## src/hw/rtl/i2c_eeprom_transaction_sequencer_unit_assert.svh

```systemverilog
// Assertion macros used by the sequencer output queue.
`ifndef I2C_EEPROM_TRANSACTION_SEQUENCER_UNIT_ASSERT_SVH
`define I2C_EEPROM_TRANSACTION_SEQUENCER_UNIT_ASSERT_SVH

// Property must hold at every clock edge outside reset.
`define I2CSEQ_ASSERT(lbl, prop, msg) \
	lbl: assert property (@(posedge clk) disable iff (!arst_n) (prop)) else $error(msg);

// Condition must never be seen outside reset.
`define I2CSEQ_ASSERT_NEVER(lbl, cond, msg) \
	`I2CSEQ_ASSERT(lbl, !(cond), msg)

`endif

```

## src/hw/rtl/i2cseq_pkg.sv

```systemverilog
package i2cseq_pkg;

	// Page size of the EEPROM write buffer, in bytes
	localparam int PAGE_SIZE = 8;
	// Most result words one input word can cause
	localparam int MAX_RES = 4;
	localparam int CHUNK_W = $clog2(PAGE_SIZE + 1);
	localparam int RES_CNT_W = $clog2(MAX_RES + 1);

	// Register reset values
	localparam logic [7:0] DEV_ADDR_RESET = 8'd160;
	localparam logic [7:0] WAIT_MS_RESET = 8'd5;

	// Register indexes
	localparam logic REG_DEVICE_ADDRESS = 1'b0;
	localparam logic REG_WRITE_WAIT_MS = 1'b1;

	// Device address read/write select
	localparam logic [7:0] DEV_WRITE_MASK = 8'hfe;
	localparam logic [7:0] DEV_READ_BIT = 8'h01;

	// Input operations
	localparam logic [2:0] OP_READ = 3'd0;
	localparam logic [2:0] OP_WRITE = 3'd1;
	localparam logic [2:0] OP_WDATA = 3'd2;
	localparam logic [2:0] OP_ACK = 3'd3;
	localparam logic [2:0] OP_RBYTE = 3'd4;

	// Completion status codes
	localparam logic [2:0] ST_OK = 3'd0;
	localparam logic [2:0] ST_W_DEV = 3'd1;
	localparam logic [2:0] ST_W_ADDR = 3'd2;
	localparam logic [2:0] ST_W_DATA = 3'd3;
	localparam logic [2:0] ST_R_DEV = 3'd4;
	localparam logic [2:0] ST_R_ADDR = 3'd5;
	localparam logic [2:0] ST_R_RDEV = 3'd6;

	typedef enum logic [3:0] {
		CMD_START = 4'd0,
		CMD_STOP = 4'd1,
		CMD_SEND = 4'd2,
		CMD_RECV = 4'd3,
		CMD_ACK = 4'd4,
		CMD_NACK = 4'd5,
		CMD_WAIT = 4'd6,
		CMD_NEED = 4'd7,
		CMD_DATA = 4'd8,
		CMD_DONE = 4'd9
	} cmd_t;

	typedef enum logic [3:0] {
		PH_IDLE = 4'd0,
		PH_R_DEV = 4'd1,
		PH_R_ADDR = 4'd2,
		PH_R_RDEV = 4'd3,
		PH_R_RECV = 4'd4,
		PH_W_DEV = 4'd5,
		PH_W_ADDR = 4'd6,
		PH_W_NEED = 4'd7,
		PH_W_DATA = 4'd8
	} phase_t;

	typedef struct packed {
		logic [2:0] op;
		logic [7:0] mem_addr;
		logic [8:0] byte_count;
		logic [7:0] write_data;
		logic       ack_bit;
		logic [7:0] received_byte;
	} item_t;

	typedef struct packed {
		cmd_t       bus_cmd;
		logic [7:0] bus_byte;
		logic [2:0] status;
	} result_t;

	// Group of results handed from the sequencer to the output queue
	typedef struct packed {
		logic                            valid;
		logic [RES_CNT_W-1:0]            count;
		result_t [MAX_RES-1:0]           res;
	} load_t;

	function automatic result_t mk_res(input cmd_t cmd, input logic [7:0] data,
		input logic [2:0] st);
		result_t r;
		r.bus_cmd = cmd;
		r.bus_byte = data;
		r.status = st;
		return r;
	endfunction

	// Bytes of the next write chunk: up to the page end, at most what is left
	function automatic logic [CHUNK_W-1:0] chunk_room(input logic [7:0] addr,
		input logic [8:0] rem);
		logic [8:0] room;
		room = 9'(PAGE_SIZE) - 9'(addr % PAGE_SIZE);
		if (rem <= room)
			return CHUNK_W'(rem);
		return CHUNK_W'(room);
	endfunction

endpackage

```

## src/hw/rtl/i2cseq_ctrl.sv

```systemverilog
module i2cseq_ctrl (
	input  logic                clk,
	input  logic                arst_n,
	input  logic                in_valid,
	output logic                in_ready,
	input  i2cseq_pkg::item_t   in_item,
	input  logic [7:0]          dev_addr,
	input  logic [7:0]          wait_ms,
	input  logic                load_ok,
	output i2cseq_pkg::load_t   load
);
	import i2cseq_pkg::*;

	logic                 valid_s1;
	item_t                item_s1;
	logic                 fire;

	phase_t               phase_q, phase_d;
	logic [7:0]           addr_q, addr_d;
	logic [8:0]           rem_q, rem_d;
	logic [CHUNK_W-1:0]   chunk_q, chunk_d;

	logic [7:0]           addr_inc;
	logic [8:0]           rem_dec;
	logic [CHUNK_W-1:0]   chunk_dec;
	logic [7:0]           ec_addr;
	logic [8:0]           ec_rem;
	logic [CHUNK_W-1:0]   ec_room;
	logic [7:0]           dev_w, dev_r;
	logic                 is_ack, is_nack;

	result_t [MAX_RES-1:0] res;
	logic [RES_CNT_W-1:0]  n;

	// Input register: take a word when empty or when the held word moves on
	assign fire = valid_s1 && load_ok;
	assign in_ready = !valid_s1 || fire;

	always_ff @(posedge clk or negedge arst_n) begin
		if (!arst_n) begin
			valid_s1 <= 1'b0;
		end else if (in_valid && in_ready) begin
			valid_s1 <= 1'b1;
		end else if (fire) begin
			valid_s1 <= 1'b0;
		end
	end

	always_ff @(posedge clk) begin
		if (in_valid && in_ready) begin
			item_s1 <= in_item;
		end
	end

	// Shared arithmetic
	assign addr_inc = addr_q + 8'd1;
	assign rem_dec = rem_q - 9'd1;
	assign chunk_dec = chunk_q - CHUNK_W'(1);
	assign dev_w = dev_addr & DEV_WRITE_MASK;
	assign dev_r = dev_addr | DEV_READ_BIT;
	assign is_ack = (item_s1.op == OP_ACK) && !item_s1.ack_bit;
	assign is_nack = (item_s1.op == OP_ACK) && item_s1.ack_bit;

	// End of a write chunk sees the counters after the last data byte
	assign ec_addr = (phase_q == PH_W_DATA) ? addr_inc : addr_q;
	assign ec_rem = (phase_q == PH_W_DATA) ? rem_dec : rem_q;
	assign ec_room = chunk_room(ec_addr, ec_rem);

	// Next phase
	always_comb begin
		phase_d = phase_q;
		unique case (phase_q)
			PH_IDLE: begin
				if (item_s1.op == OP_READ)
					phase_d = PH_R_DEV;
				else if (item_s1.op == OP_WRITE)
					phase_d = PH_W_DEV;
			end
			PH_R_DEV: begin
				if (is_nack)
					phase_d = PH_IDLE;
				else if (is_ack)
					phase_d = PH_R_ADDR;
			end
			PH_R_ADDR: begin
				if (is_nack)
					phase_d = PH_IDLE;
				else if (is_ack)
					phase_d = PH_R_RDEV;
			end
			PH_R_RDEV: begin
				if (is_nack || (is_ack && rem_q == 9'd0))
					phase_d = PH_IDLE;
				else if (is_ack)
					phase_d = PH_R_RECV;
			end
			PH_R_RECV: begin
				if (item_s1.op == OP_RBYTE && rem_dec == 9'd0)
					phase_d = PH_IDLE;
			end
			PH_W_DEV: begin
				if (is_nack)
					phase_d = PH_IDLE;
				else if (is_ack)
					phase_d = PH_W_ADDR;
			end
			PH_W_ADDR: begin
				if (is_nack)
					phase_d = PH_IDLE;
				else if (is_ack && chunk_q != '0)
					phase_d = PH_W_NEED;
				else if (is_ack)
					phase_d = (ec_rem == 9'd0) ? PH_IDLE : PH_W_DEV;
			end
			PH_W_NEED: begin
				if (item_s1.op == OP_WDATA)
					phase_d = PH_W_DATA;
			end
			PH_W_DATA: begin
				if (is_nack)
					phase_d = PH_IDLE;
				else if (is_ack && chunk_dec != '0)
					phase_d = PH_W_NEED;
				else if (is_ack)
					phase_d = (ec_rem == 9'd0) ? PH_IDLE : PH_W_DEV;
			end
			default: phase_d = PH_IDLE;
		endcase
	end

	// Results and counter updates
	always_comb begin
		res = '0;
		n = '0;
		addr_d = addr_q;
		rem_d = rem_q;
		chunk_d = chunk_q;
		unique case (phase_q) inside
			PH_IDLE: begin
				if (item_s1.op == OP_READ || item_s1.op == OP_WRITE) begin
					addr_d = item_s1.mem_addr;
					rem_d = item_s1.byte_count;
					res[0] = mk_res(CMD_START, 8'd0, ST_OK);
					res[1] = mk_res(CMD_SEND, dev_w, ST_OK);
					n = RES_CNT_W'(2);
					if (item_s1.op == OP_WRITE)
						chunk_d = chunk_room(item_s1.mem_addr, item_s1.byte_count);
				end
			end
			PH_R_DEV, PH_W_DEV: begin
				if (is_nack) begin
					res[0] = mk_res(CMD_STOP, 8'd0, ST_OK);
					res[1] = mk_res(CMD_DONE, 8'd0,
						(phase_q == PH_R_DEV) ? ST_R_DEV : ST_W_DEV);
					n = RES_CNT_W'(2);
				end else if (is_ack) begin
					res[0] = mk_res(CMD_SEND, addr_q, ST_OK);
					n = RES_CNT_W'(1);
				end
			end
			PH_R_ADDR: begin
				if (is_nack) begin
					res[0] = mk_res(CMD_STOP, 8'd0, ST_OK);
					res[1] = mk_res(CMD_DONE, 8'd0, ST_R_ADDR);
					n = RES_CNT_W'(2);
				end else if (is_ack) begin
					res[0] = mk_res(CMD_START, 8'd0, ST_OK);
					res[1] = mk_res(CMD_SEND, dev_r, ST_OK);
					n = RES_CNT_W'(2);
				end
			end
			PH_R_RDEV: begin
				if (is_nack || (is_ack && rem_q == 9'd0)) begin
					res[0] = mk_res(CMD_STOP, 8'd0, ST_OK);
					res[1] = mk_res(CMD_DONE, 8'd0, is_nack ? ST_R_RDEV : ST_OK);
					n = RES_CNT_W'(2);
				end else if (is_ack) begin
					res[0] = mk_res(CMD_RECV, 8'd0, ST_OK);
					n = RES_CNT_W'(1);
				end
			end
			PH_R_RECV: begin
				if (item_s1.op == OP_RBYTE) begin
					addr_d = addr_inc;
					rem_d = rem_dec;
					res[0] = mk_res(CMD_DATA, item_s1.received_byte, ST_OK);
					if (rem_dec == 9'd0) begin
						res[1] = mk_res(CMD_NACK, 8'd0, ST_OK);
						res[2] = mk_res(CMD_STOP, 8'd0, ST_OK);
						res[3] = mk_res(CMD_DONE, 8'd0, ST_OK);
						n = RES_CNT_W'(4);
					end else begin
						res[1] = mk_res(CMD_ACK, 8'd0, ST_OK);
						res[2] = mk_res(CMD_RECV, 8'd0, ST_OK);
						n = RES_CNT_W'(3);
					end
				end
			end
			PH_W_ADDR, PH_W_DATA: begin
				if (is_nack) begin
					res[0] = mk_res(CMD_STOP, 8'd0, ST_OK);
					res[1] = mk_res(CMD_DONE, 8'd0,
						(phase_q == PH_W_ADDR) ? ST_W_ADDR : ST_W_DATA);
					n = RES_CNT_W'(2);
				end else if (is_ack) begin
					if (phase_q == PH_W_DATA) begin
						chunk_d = chunk_dec;
						rem_d = rem_dec;
						addr_d = addr_inc;
					end
					if ((phase_q == PH_W_ADDR) ? (chunk_q != '0) : (chunk_dec != '0)) begin
						res[0] = mk_res(CMD_NEED, 8'd0, ST_OK);
						n = RES_CNT_W'(1);
					end else begin
						// Close the page; start the next one if bytes remain
						res[0] = mk_res(CMD_STOP, 8'd0, ST_OK);
						res[1] = mk_res(CMD_WAIT, wait_ms, ST_OK);
						if (ec_rem == 9'd0) begin
							res[2] = mk_res(CMD_DONE, 8'd0, ST_OK);
							n = RES_CNT_W'(3);
						end else begin
							res[2] = mk_res(CMD_START, 8'd0, ST_OK);
							res[3] = mk_res(CMD_SEND, dev_w, ST_OK);
							n = RES_CNT_W'(4);
							chunk_d = ec_room;
						end
					end
				end
			end
			PH_W_NEED: begin
				if (item_s1.op == OP_WDATA) begin
					res[0] = mk_res(CMD_SEND, item_s1.write_data, ST_OK);
					n = RES_CNT_W'(1);
				end
			end
			default: begin
				n = '0;
			end
		endcase
	end

	// Commit the step when its results can be queued
	always_ff @(posedge clk or negedge arst_n) begin
		if (!arst_n) begin
			phase_q <= PH_IDLE;
			addr_q <= '0;
			rem_q <= '0;
			chunk_q <= '0;
		end else if (fire) begin
			phase_q <= phase_d;
			addr_q <= addr_d;
			rem_q <= rem_d;
			chunk_q <= chunk_d;
		end
	end

	assign load.valid = fire;
	assign load.count = n;
	assign load.res = res;

endmodule

```

## src/hw/rtl/i2cseq_outq.sv

```systemverilog
`include "i2c_eeprom_transaction_sequencer_unit_assert.svh"

module i2cseq_outq (
	input  logic                clk,
	input  logic                arst_n,
	input  i2cseq_pkg::load_t   load,
	output logic                load_ok,
	output logic                out_valid,
	input  logic                out_ready,
	output i2cseq_pkg::result_t out_res,
	output logic                out_last
);
	import i2cseq_pkg::*;

	logic [RES_CNT_W-1:0]  count_q;
	result_t [MAX_RES-1:0] ent_q;
	logic                  pop;

	assign out_valid = (count_q != '0);
	assign out_res = ent_q[0];
	assign out_last = (count_q == RES_CNT_W'(1));
	assign pop = out_valid && out_ready;

	// New group may enter when empty or while the final word leaves
	assign load_ok = !out_valid || (pop && out_last);

	always_ff @(posedge clk or negedge arst_n) begin
		if (!arst_n) begin
			count_q <= '0;
		end else if (load.valid) begin
			count_q <= load.count;
		end else if (pop) begin
			count_q <= count_q - RES_CNT_W'(1);
		end
	end

	// Shift the held words toward the head
	always_ff @(posedge clk) begin
		if (load.valid) begin
			ent_q <= load.res;
		end else if (pop) begin
			for (int i = 0; i < MAX_RES - 1; i++)
				ent_q[i] <= ent_q[i + 1];
		end
	end

	`I2CSEQ_ASSERT(a_load_when_free, load.valid |-> load_ok, "group loaded over pending words")
	`I2CSEQ_ASSERT_NEVER(a_count_range, count_q > RES_CNT_W'(MAX_RES), "queue count overflow")
	`I2CSEQ_ASSERT_NEVER(a_load_range, load.valid && load.count > RES_CNT_W'(MAX_RES), "group too large")
	`I2CSEQ_ASSERT(a_drain_empty, (pop && out_last && !load.valid) |=> !out_valid, "queue not empty after last word")

endmodule

```

## src/hw/rtl/i2c_eeprom_transaction_sequencer_unit.sv

```systemverilog
// Channel   Dir  Handshake          Payload
// s_*       in   s_tvalid/s_tready  tuser op; tdata mem_addr..received_byte
// m_*       out  m_tvalid/m_tready  tuser bus_cmd; tdata bus_byte,status; tlast
// cfg_*     in   cfg_valid/cfg_ready cfg_index, cfg_data (always ready)
//
// An input word is registered, then stepped through the sequencer combinationally
// into a four-word output queue; the input takes a new word every cycle unless it stalls.
// Results leave one per cycle while m_tready is high; a word causing k results holds
// the output until all k have left, and the next word's group may load as the last leaves.
// Reset puts the sequencer in idle with both registers at their defaults.
// The input stalls only while its register holds a word and the queue still
// has earlier results to send.
module i2c_eeprom_transaction_sequencer_unit (
	input  logic        clk,
	input  logic        arst_n,
	input  logic        s_tvalid,
	output logic        s_tready,
	input  logic [39:0] s_tdata,   // mem_addr, byte_count, write_data, ack_bit, received_byte
	input  logic [2:0]  s_tuser,   // op
	output logic        m_tvalid,
	input  logic        m_tready,
	output logic [15:0] m_tdata,   // bus_byte, status
	output logic [3:0]  m_tuser,   // bus_cmd
	output logic        m_tlast,
	input  logic        cfg_valid,
	output logic        cfg_ready,
	input  logic        cfg_index,
	input  logic [7:0]  cfg_data
);
	import i2cseq_pkg::*;

	logic [7:0] dev_addr_q;
	logic [7:0] wait_ms_q;
	item_t      item;
	load_t      load;
	logic       load_ok;
	result_t    out_res;

	// Configuration registers
	assign cfg_ready = 1'b1;

	always_ff @(posedge clk or negedge arst_n) begin
		if (!arst_n) begin
			dev_addr_q <= DEV_ADDR_RESET;
			wait_ms_q <= WAIT_MS_RESET;
		end else if (cfg_valid && cfg_ready) begin
			unique case (cfg_index)
				REG_DEVICE_ADDRESS: dev_addr_q <= cfg_data;
				REG_WRITE_WAIT_MS: wait_ms_q <= cfg_data;
				default: ;
			endcase
		end
	end

	// Unpack the input word
	always_comb begin
		item.op = s_tuser;
		item.mem_addr = s_tdata[7:0];
		item.byte_count = s_tdata[16:8];
		item.write_data = s_tdata[24:17];
		item.ack_bit = s_tdata[25];
		item.received_byte = s_tdata[33:26];
	end

	i2cseq_ctrl u_ctrl (
		.clk      (clk),
		.arst_n   (arst_n),
		.in_valid (s_tvalid),
		.in_ready (s_tready),
		.in_item  (item),
		.dev_addr (dev_addr_q),
		.wait_ms  (wait_ms_q),
		.load_ok  (load_ok),
		.load     (load)
	);

	i2cseq_outq u_outq (
		.clk       (clk),
		.arst_n    (arst_n),
		.load      (load),
		.load_ok   (load_ok),
		.out_valid (m_tvalid),
		.out_ready (m_tready),
		.out_res   (out_res),
		.out_last  (m_tlast)
	);

	// Pack the output word
	assign m_tuser = out_res.bus_cmd;
	assign m_tdata = {5'd0, out_res.status, out_res.bus_byte};

endmodule
```

## config.mk

```make
export PLATFORM = sky130hd
export DESIGN_NAME = i2c_eeprom_transaction_sequencer_unit
export DESIGN_NICKNAME = d
export VERILOG_FILES = /design/src/hw/rtl/i2cseq_pkg.sv /design/src/hw/rtl/i2cseq_ctrl.sv /design/src/hw/rtl/i2cseq_outq.sv /design/src/hw/rtl/i2c_eeprom_transaction_sequencer_unit.sv
export VERILOG_INCLUDE_DIRS = /design/src /design/src/hw/rtl
export SDC_FILE = /design/constraint.sdc
export NUM_CORES = 1
export LEC_CHECK = 0
export BUFFER_PORTS_ARGS = -buffer_cell sky130_fd_sc_hd__buf_2
export CORE_AREA = 5 5 130 132
export CTS_CLUSTER_SIZE = 28
export DETAILED_ROUTE_END_ITERATION = 12
export DIE_AREA = 0 0 135 137
export PLACE_DENSITY = 0.85
export SYNTH_ARGS = -nofsm -noshare
export SYNTH_HDL_FRONTEND = slang
export SYNTH_HIERARCHICAL = 1
export SYNTH_SLANG_ARGS = --single-unit
```

## constraint.sdc

```tcl
create_clock -name clk -period 4.8 [get_ports clk]
set_input_delay 0.96 -clock clk [delete_from_list [all_inputs] [get_ports clk]]
set_output_delay 0.96 -clock clk [all_outputs]
set_load 0.05 [all_outputs]
```

==> flow_summary.ini, run 1 <==
[cts]
clockBufferDepth = 2
numCtsBuffers = 17
cts-resized-gates = 0
clk_latency_ns = 0.42
clk_pin_slew_ns = 0.07
post_cts_buffers = 0
clock_sinks = 141
htreeDepth = 4
hold_buffers = 0
tritoncts = done
cts_root_buffer = clkbuf_16

[critical_path]
r2r-end = u_ctrl/chunk_q[0]$_DFFE_PN0P_
r2r_start = u_ctrl/phase_q[3]$_DFFE_PN0P_
critPathRequiredTime_ns = 5.14
path_class = flip-flop to flip-flop
cp-end-kind = flip-flop
critPathArrivalTime_ns = 3.93
start_kind = flip-flop
worst-r2r-setup-slack_ns = 1.21
rr_worst_depth = 12
crit_fanout = 16

[pwr]
vdd_drop_max_mv = 0.634
p_leak_nw = 3.72
p_per_area_mw_per_mm2 = 748

[place]
placed_cell_area_sq_mm = 0.00844
hpwlAfterDp_um = 12300
io_buffer_count = 68
globalplace.congestion = 0.920

[floorplanning]
die_w_um = 135
die_h_um = 137
ios = 81
placementRows = 46
coreArea_sq_mm = 0.0156
dieArea_sq_mm = 0.0185
start_util_pct = 52.4

[logic_synthesis]
netlist_area_sq_mm = 0.00817
syn_area_per_cell_sq_um = 11.5
syn_inst = 709
synth_warnings = 6

[drt]
ant_nets = 0
num_vias = 5707
drcViolationCount = 0
via_per_inst = 5.81
wire_per_inst_um = 18.6
dr.pass1.iters = 7
drtIter0Drc = 644
routed_wl_um = 18200

[global_route]
track_usage_pct = 20.7
grt_max_degree = 69
grt-ovfl-total = 0
grt_pass1_vias = 5760
grt_pass1_wl_um = 30000
antenna_found_initial = 0

[sta]
tns_ns = 0
skew_ns = 0.00929
fin_crit_sh_pct = 74.7
worst_pin_slew_ns = 1.15
layout_min_cycle_time_ns = 3.59
drv_slew = 0
setup_viol = 0
grt_setup_unrepaired = no
finalHoldViolCount = 0
fmax_ghz = 0.279
max_slew_margin_pct = 22.9

[final_layout]
antennaDiodeCount = 0
drive_above_1_share_pct = 26.9
finish.net_count = 829
design_area_sq_mm = 0.00903
final_util_pct = 57.9
area_growth_pct = 10.5
final_cell_mix = 97 x edfxtp_1, 68 x buf_2, 52 x mux2_4, 52 x nor2_1, 41 x nand2_1
layout_commonest_cell = edfxtp_1

[worst_hold_path]
hold_end = wait_ms_q[7]$_DFFE_PN0P_
hold_depth = 1
holdCritPathClass = flip-flop to flip-flop
worstHoldStart = wait_ms_q[7]$_DFFE_PN0P_

[outcome]
status = finished clean

[run]
maxCapViolCount = 0
-- worst max path at each step --
stage                                              from                       endpoint  slack (ns)  cells past startpoint
final                     u_ctrl/phase_q[3]$_DFFE_PN0P_  u_ctrl/chunk_q[0]$_DFFE_PN0P_        1.21                     12
after floorplan           u_outq/count_q[1]$_DFFE_PN0P_     u_outq/ent_q[15]$_DFFE_PP_        1.08                     11
after detailed placement  u_ctrl/phase_q[3]$_DFFE_PN0P_  u_ctrl/chunk_q[0]$_DFFE_PN0P_        1.30                     12
after global routing      u_ctrl/phase_q[3]$_DFFE_PN0P_  u_ctrl/chunk_q[0]$_DFFE_PN0P_        0.88                     12
after global placement    u_ctrl/phase_q[3]$_DFFE_PN0P_  u_ctrl/chunk_q[2]$_DFFE_PN0P_        1.35                     12
after CTS                 u_ctrl/phase_q[3]$_DFFE_PN0P_  u_ctrl/chunk_q[2]$_DFFE_PN0P_        1.29                     12
-- metal layers --
| metal | global-route usage (%) | part of all wire [%] | wire (um) |
|---|---|---|---|
| met5 | 0 | 0 | 0 |
| met4 | 9.52 | 3.3 | 599 |
| met3 | 4.49 | 7.1 | 1290 |
| met2 | 34.7 | 49 | 8870 |
| met1 | 25.8 | 41 | 7490 |
-- registers in the layout (all words and copies together), names as in the netlist --
signal and count:
dev_addr_q 7, u_outq/count_q 3, u_outq/ent_q 45, u_ctrl/addr_q 8, u_ctrl/item_s1 37, u_ctrl/phase_q 4
u_ctrl/valid_s1 1, wait_ms_q 8, u_ctrl/rem_q 9, u_ctrl/chunk_q 4, u_outq/out_res 15
-- where the power goes --
part	internal, W	switching [W]
combinational	0.00125	0.00189
sequential	0.00198	0.000334
clock	0.000753	0.000542
-- area by class of cell --
class | count | area (sq um)
fillers | 1240 | 6570
multi-input cells | 482 | 3610
clock inverters | 14 | 134
well taps | 216 | 270
repair buffers | 79 | 423
clock buffers | 18 | 450
flip-flops and latches | 141 | 4020
inverters | 33 | 125
-- worst max-delay path, stage by stage, from the launching register on --
cell and delay (ns):
dfrtp_1 0.66, nor4b_4 0.48, xnor2_1 0.24, ha_1 0.24
xnor2_1 0.13, xnor2_1 0.30, ha_1 0.31, o211ai_1 0.10
a21oi_1 0.14, a2111oi_0 0.46, nor2_1 0.10, a32o_1 0.21
o21bai_1 0.14
-- through the flow --
stage | instances | setup WS (ns) | hold slack, ns | power, W
after floorplan | 732 | 1.08 | 0.480 | 0.00489
after global placement | 951 | 1.35 | 0.489 | 0.00531
after detailed placement | 951 | 1.30 | 0.497 | 0.00541
after CTS | 983 | 1.29 | 0.510 | 0.00674
after global routing | 983 | 0.885 | 0.516 | 0.00718
final | 983 | 1.21 | 0.506 | 0.00675
(Power assumes the default switching activity.)
==> run 2, diff against run 1 <==
PLACE_DENSITY = 0.88   (was 0.85)
clock period = 2.95 ns   (was 4.8 ns; I/O delays follow)
==> flow_summary.ini, run 2 (synthesis gave the netlist of run 1 again) <==
[global_route]
gr-usage-met3_pct = 4.01
grt_pass1_vias = 5925
grt_pass1_wl_um = 31100
grt_max_degree = 69
grtUsageMet2_pct = 35.6
track_usage_pct = 21.4
grt-ovfl-total = 0
use_met1_pct = 27.8
antenna_found_initial = 0
grt.busiest_layer = met2

[critical_path]
r2r_start = u_ctrl/phase_q[0]$_DFFE_PN0P_
worst-r2r-setup-slack_ns = -0.1
rr_worst_depth = 13
critPathArrivalTime_ns = 3.33
crit_start = u_ctrl/phase_q[0]$_DFFE_PN0P_
crit_end = u_ctrl/chunk_q[1]$_DFFE_PN0P_
crit_fanout = 4
start_kind = flip-flop
r2r-end = u_ctrl/chunk_q[1]$_DFFE_PN0P_
path_class = flip-flop to flip-flop
cp-end-kind = flip-flop
critPathRequiredTime_ns = 3.24

[sta]
layout_min_cycle_time_ns = 3.05
holdWs_ns = 0.344
max_slew_margin_pct = 23.0
setup_viol = 4
worst_pin_slew_ns = 1.15
fmax_ghz = 0.328
drv_slew = 0
skew_ns = 0.00726
finalHoldViolCount = 0
fin_crit_sh_pct = 103
setup_slack_ns = -0.0962
grt_setup_unrepaired = yes

[final_layout]
layout_commonest_cell = edfxtp_1
drive_above_1_share_pct = 32.3
final_cell_mix = 97 x edfxtp_1, 68 x buf_2, 53 x mux2_4
largest_reg_flops = 45
final_util_pct = 60.7
fillers = 1138
finish.net_count = 867
antennaDiodeCount = 0
area_growth_pct = 15.9
largest-register = u_outq/ent_q

[outcome]
violations = setup timing
status = finished with violations

[drt]
drtIter0Drc = 771
via_per_inst = 5.88
drcViolationCount = 0
num_vias = 6002
wire_per_inst_um = 18.9
ant_nets = 0
dr.pass1.iters = 6
routed_wl_um = 19300

[floorplanning]
start_util_pct = 52.4
dieArea_sq_mm = 0.0185
ios = 81
die_h_um = 137
coreArea_sq_mm = 0.0156
die_w_um = 135
placementRows = 46

[cts]
hold_buffers = 0
clockBufferDepth = 2
clock_sinks = 141
htreeDepth = 4
tritoncts = done
clk_pin_slew_ns = 0.06
cts_root_buffer = clkbuf_16
numCtsBuffers = 17
clk_latency_ns = 0.42

[place]
hpwlAfterDp_um = 13000
io_buffer_count = 68
globalplace.congestion = 0.922

[run]
maxCapViolCount = 0

[worst_hold_path]
holdCritPathClass = input port to flip-flop

[pwr]
vdd_drop_max_mv = 1.07
p_per_area_mw_per_mm2 = 1240
p_leak_nw = 3.98
-- run 2: cell types whose count changed in the layout (fill, tap and decap cells not counted), sizes merged --
cell	change
clkinvlp	-3
clkinv	-2
inv	+2
buf	+38
clkbuf	+3
-- run 2: worst min path at each step --
stage,from,endpoint,slack [ns],cells after the start
final,s_tdata[12],u_ctrl/item_s1[21]$_DFFE_PP_,0.34,1
after global routing,s_tdata[7],u_ctrl/item_s1[33]$_DFFE_PP_,0.33,1
after floorplan,arst_n,dev_addr_q[1]$_DFFE_PN0P_,0.29,0
after global placement,wait_ms_q[7]$_DFFE_PN0P_,wait_ms_q[7]$_DFFE_PN0P_,0.50,1
after CTS,s_tdata[12],u_ctrl/item_s1[21]$_DFFE_PP_,0.33,1
after detailed placement,wait_ms_q[6]$_DFFE_PN0P_,wait_ms_q[6]$_DFFE_PN0P_,0.51,1
-- run 2: metal layers --
| metal | wire length, um | vias to the layer above |
|---|---|---|
| met5 | 0 | - |
| met4 | 675 | 0 |
| met3 | 1610 | 62 |
| met2 | 9430 | 333 |
| met1 | 7540 | 2873 |
| li1 | - | 2734 |
-- run 2: layout make-up --
cell class              instances  area [sq um]  area share [%]
repair buffers                117           737            7.78
clock inverters                11           115            1.22
multi-input cells             482          3700            39.1
well taps                     216           270            2.85
inverters                      33           125            1.32
flip-flops and latches        141          4020            42.4
clock buffers                  21           503            5.31
-- run 2: report_power, final --
group	internal (W)	total, W	switching, W
Clock	0.00133	0.00219	0.000863
Combinational	0.00248	0.00588	0.00340
Sequential	0.00321	0.00370	0.000493
-- run 2: worst max-delay path, cell delays in order (launching register included) --
cell and delay (ns):
dfrtp_1 0.41, nor4b_4 0.37, buf_4 0.21, xnor2_4 0.09, ha_4 0.17, xnor2_2 0.14
xnor2_2 0.16, ha_1 0.31, and4_1 0.20, a21oi_2 0.07, nor4_4 0.28, mux2_4 0.34
nand2_1 0.08, a31oi_1 0.08
-- run 2: stage by stage --
stage | total power, W | std cells | setup TNS [ns] | setup WS [ns] | area (sq um)
3_3_place_gp | 0.00886 | 986 | -0.166 | -0.0566 | 8730
4_1_cts | 0.0116 | 1021 | -0.145 | -0.0744 | 9450
2_1_floorplan | 0.00796 | 732 | 0 | 0.00164 | 8280
3_5_place_dp | 0.00905 | 986 | -0.528 | -0.198 | 8730
5_1_grt | 0.0124 | 1021 | -1.07 | -0.237 | 9470
6_report | 0.0118 | 1021 | -0.173 | -0.0962 | 9470
-- run 2: what timing repair did --
action,4_1_cts,5_1_grt
endpoints found under the setup margin,4,11
setup buffers,3,0
pin swaps,6,7
endpoints found under the hold margin,0,0
cloned,0,0
gates resized for setup,16,3
==> run 3, diff against run 2 <==
ABC_AREA = 1   (was not set)
CORE_AREA = 5 5 157 159   (was 5 5 130 132)
DIE_AREA = 0 0 162 164   (was 0 0 135 137)
PLACE_DENSITY = not set   (was 0.88)
==> flow_summary.ini, run 3 <==
[critical_path]
critical_path.max_stage_delay_ns = 0.43
critical-path-top-delay-family = adder cells
crit_chain = ha_1 -> nand2_1 -> o21ai_0 -> inv_1 -> ha_1 -> xor2_1 -> inv_1 -> ha_1 -> nand2_1 -> o21ai_0 -> a21oi_1 -> o21bai_2 -> nand3_2 -> nand2_1 -> nand3_1 -> nand2_1 -> a21oi_1
critPathArrivalTime_ns = 3.10
start_kind = flip-flop
cpMostUsedCell = nand2_1
critPathRequiredTime_ns = 3.29
worst-r2r-setup-slack_ns = 0.19
worst-path-buf-inv = 2
r2r-end = u_ctrl/chunk_q[3]$_DFFE_PN0P_
crit_fanout = 5
r2r_start = u_ctrl/addr_q[0]$_DFFE_PN0P_
cp-end-kind = flip-flop
crit_path_top_delay_cell = dfrtp_1
path_class = flip-flop to flip-flop
rr_worst_depth = 17

[global_route]
grt-ovfl-total = 0
grt_pass1_wl_um = 29000
track_usage_pct = 13.8
antenna_found_initial = 0
grt_max_degree = 47
grt_pass1_vias = 5745

[drt]
via_per_inst = 4.69
drcViolationCount = 0
ant_nets = 0
wire_per_inst_um = 14.0
num_vias = 5998
routed_wl_um = 17900
drtIter0Drc = 470
dr.pass1.iters = 5

[floorplanning]
die_h_um = 164
placementRows = 56
die_w_um = 162
dieArea_sq_mm = 0.0266
coreArea_sq_mm = 0.0231
ios = 81
start_util_pct = 34.1

[sta]
drv_slew = 0
fmax_ghz = 0.362
skew_ns = 0.00959
max_slew_margin_pct = 57.2
worst_pin_slew_ns = 0.639
tns_ns = 0
finalHoldViolCount = 0
layout_min_cycle_time_ns = 2.76
fin_crit_sh_pct = 93.6
holdWs_ns = 0.167
setup_viol = 0

[logic_synthesis]
syn_inst = 910
syn_area_per_cell_sq_um = 8.67
synth_warnings = 6
netlist_area_sq_mm = 0.00789

[cts]
hold_buffers = 0
htreeDepth = 4
clk_latency_ns = 0.42
numCtsBuffers = 17
clockBufferDepth = 2
tritoncts = done
clk_pin_slew_ns = 0.07
clock_sinks = 141
cts_root_buffer = clkbuf_16

[final_layout]
finish.net_count = 1052
drive_above_1_share_pct = 17.5
area_growth_pct = 13.5
final_util_pct = 38.7
largest_reg_flops = 45
largest-register = u_outq/ent_q
antennaDiodeCount = 0
final_cell_mix = 313 x nand2_1, 97 x edfxtp_1, 84 x inv_1
fin_cells = 1280
layout_commonest_cell = nand2_1

[pwr]
p_per_area_mw_per_mm2 = 1100
p_leak_nw = 4.08
vdd_drop_max_mv = 0.443
total_power_w = 0.00987

[worst_hold_path]
holdCritPathClass = input port to asynchronous set/reset pin

[outcome]
status = finished clean

[place]
globalplace.congestion = 0.887
io_buffer_count = 68
hpwlAfterDp_um = 13200
dp.cells = 1247

[run]
maxCapViolCount = 0
[run 3: repair_timing]
| item | 4_1_cts | 5_1_grt |
|---|---|---|
| buffers inserted | 0 | 1 |
| resized for setup | 0 | 4 |
| endpoints found under the setup margin | 0 | 4 |
| hold endpoints to repair | 0 | 0 |
[run 3: metrics by stage]
step / cell area (sq um) / setup slack [ns]
after floorplan: 7990 / 0.0201
after global placement: 8360 / 0.144
after detailed placement: 8360 / 0.138
after CTS: 8930 / 0.121
after global routing: 8950 / -0.00487
final: 8950 / 0.188
[run 3: per-layer routing]
layer  GRT usage (%)  up-vias  part of all wire [%]
li1                -     3060                     -
met1            18.6     2787                    47
met2            22.5      130                    47
met3            2.61       21                   4.6
met4            4.54        0                   1.6
met5               0        -                     0
[run 3: layout make-up]
type                            instances  area [sq um]
Fill cell                            2350         14200
Sequential cell                       141          4020
Multi-Input combinational cell        625          3080
Timing Repair Buffer                   89           523
Clock buffer                           21           472
Inverter                              103           397
Tap cell                              290           363
Clock inverter                         11          95.1
[run 3: power breakdown]
| part | internal (W) | switching, W | leakage, nW |
|---|---|---|---|
| registers | 0.00315 | 0.000383 | 1.46 |
| logic | 0.00130 | 0.00298 | 2.35 |
| clock network | 0.00117 | 0.000881 | 0.279 |
| total | 0.00562 | 0.00425 | 4.08 |
[run 3: worst max path at each step]
stage | from | end | slack [ns] | depth (start not counted)
6_report | u_ctrl/addr_q[0]$_DFFE_PN0P_ | u_ctrl/chunk_q[3]$_DFFE_PN0P_ | 0.19 | 17
4_1_cts | u_ctrl/phase_q[1]$_DFFE_PN0P_ | u_ctrl/chunk_q[1]$_DFFE_PN0P_ | 0.12 | 19
3_3_place_gp | u_ctrl/phase_q[1]$_DFFE_PN0P_ | u_ctrl/chunk_q[1]$_DFFE_PN0P_ | 0.14 | 19
3_5_place_dp | u_ctrl/phase_q[1]$_DFFE_PN0P_ | u_ctrl/chunk_q[1]$_DFFE_PN0P_ | 0.14 | 19
2_1_floorplan | u_ctrl/phase_q[1]$_DFFE_PN0P_ | u_ctrl/chunk_q[1]$_DFFE_PN0P_ | 0.02 | 21
5_1_grt | u_ctrl/addr_q[0]$_DFFE_PN0P_ | u_ctrl/chunk_q[1]$_DFFE_PN0P_ | -0.005 | 17
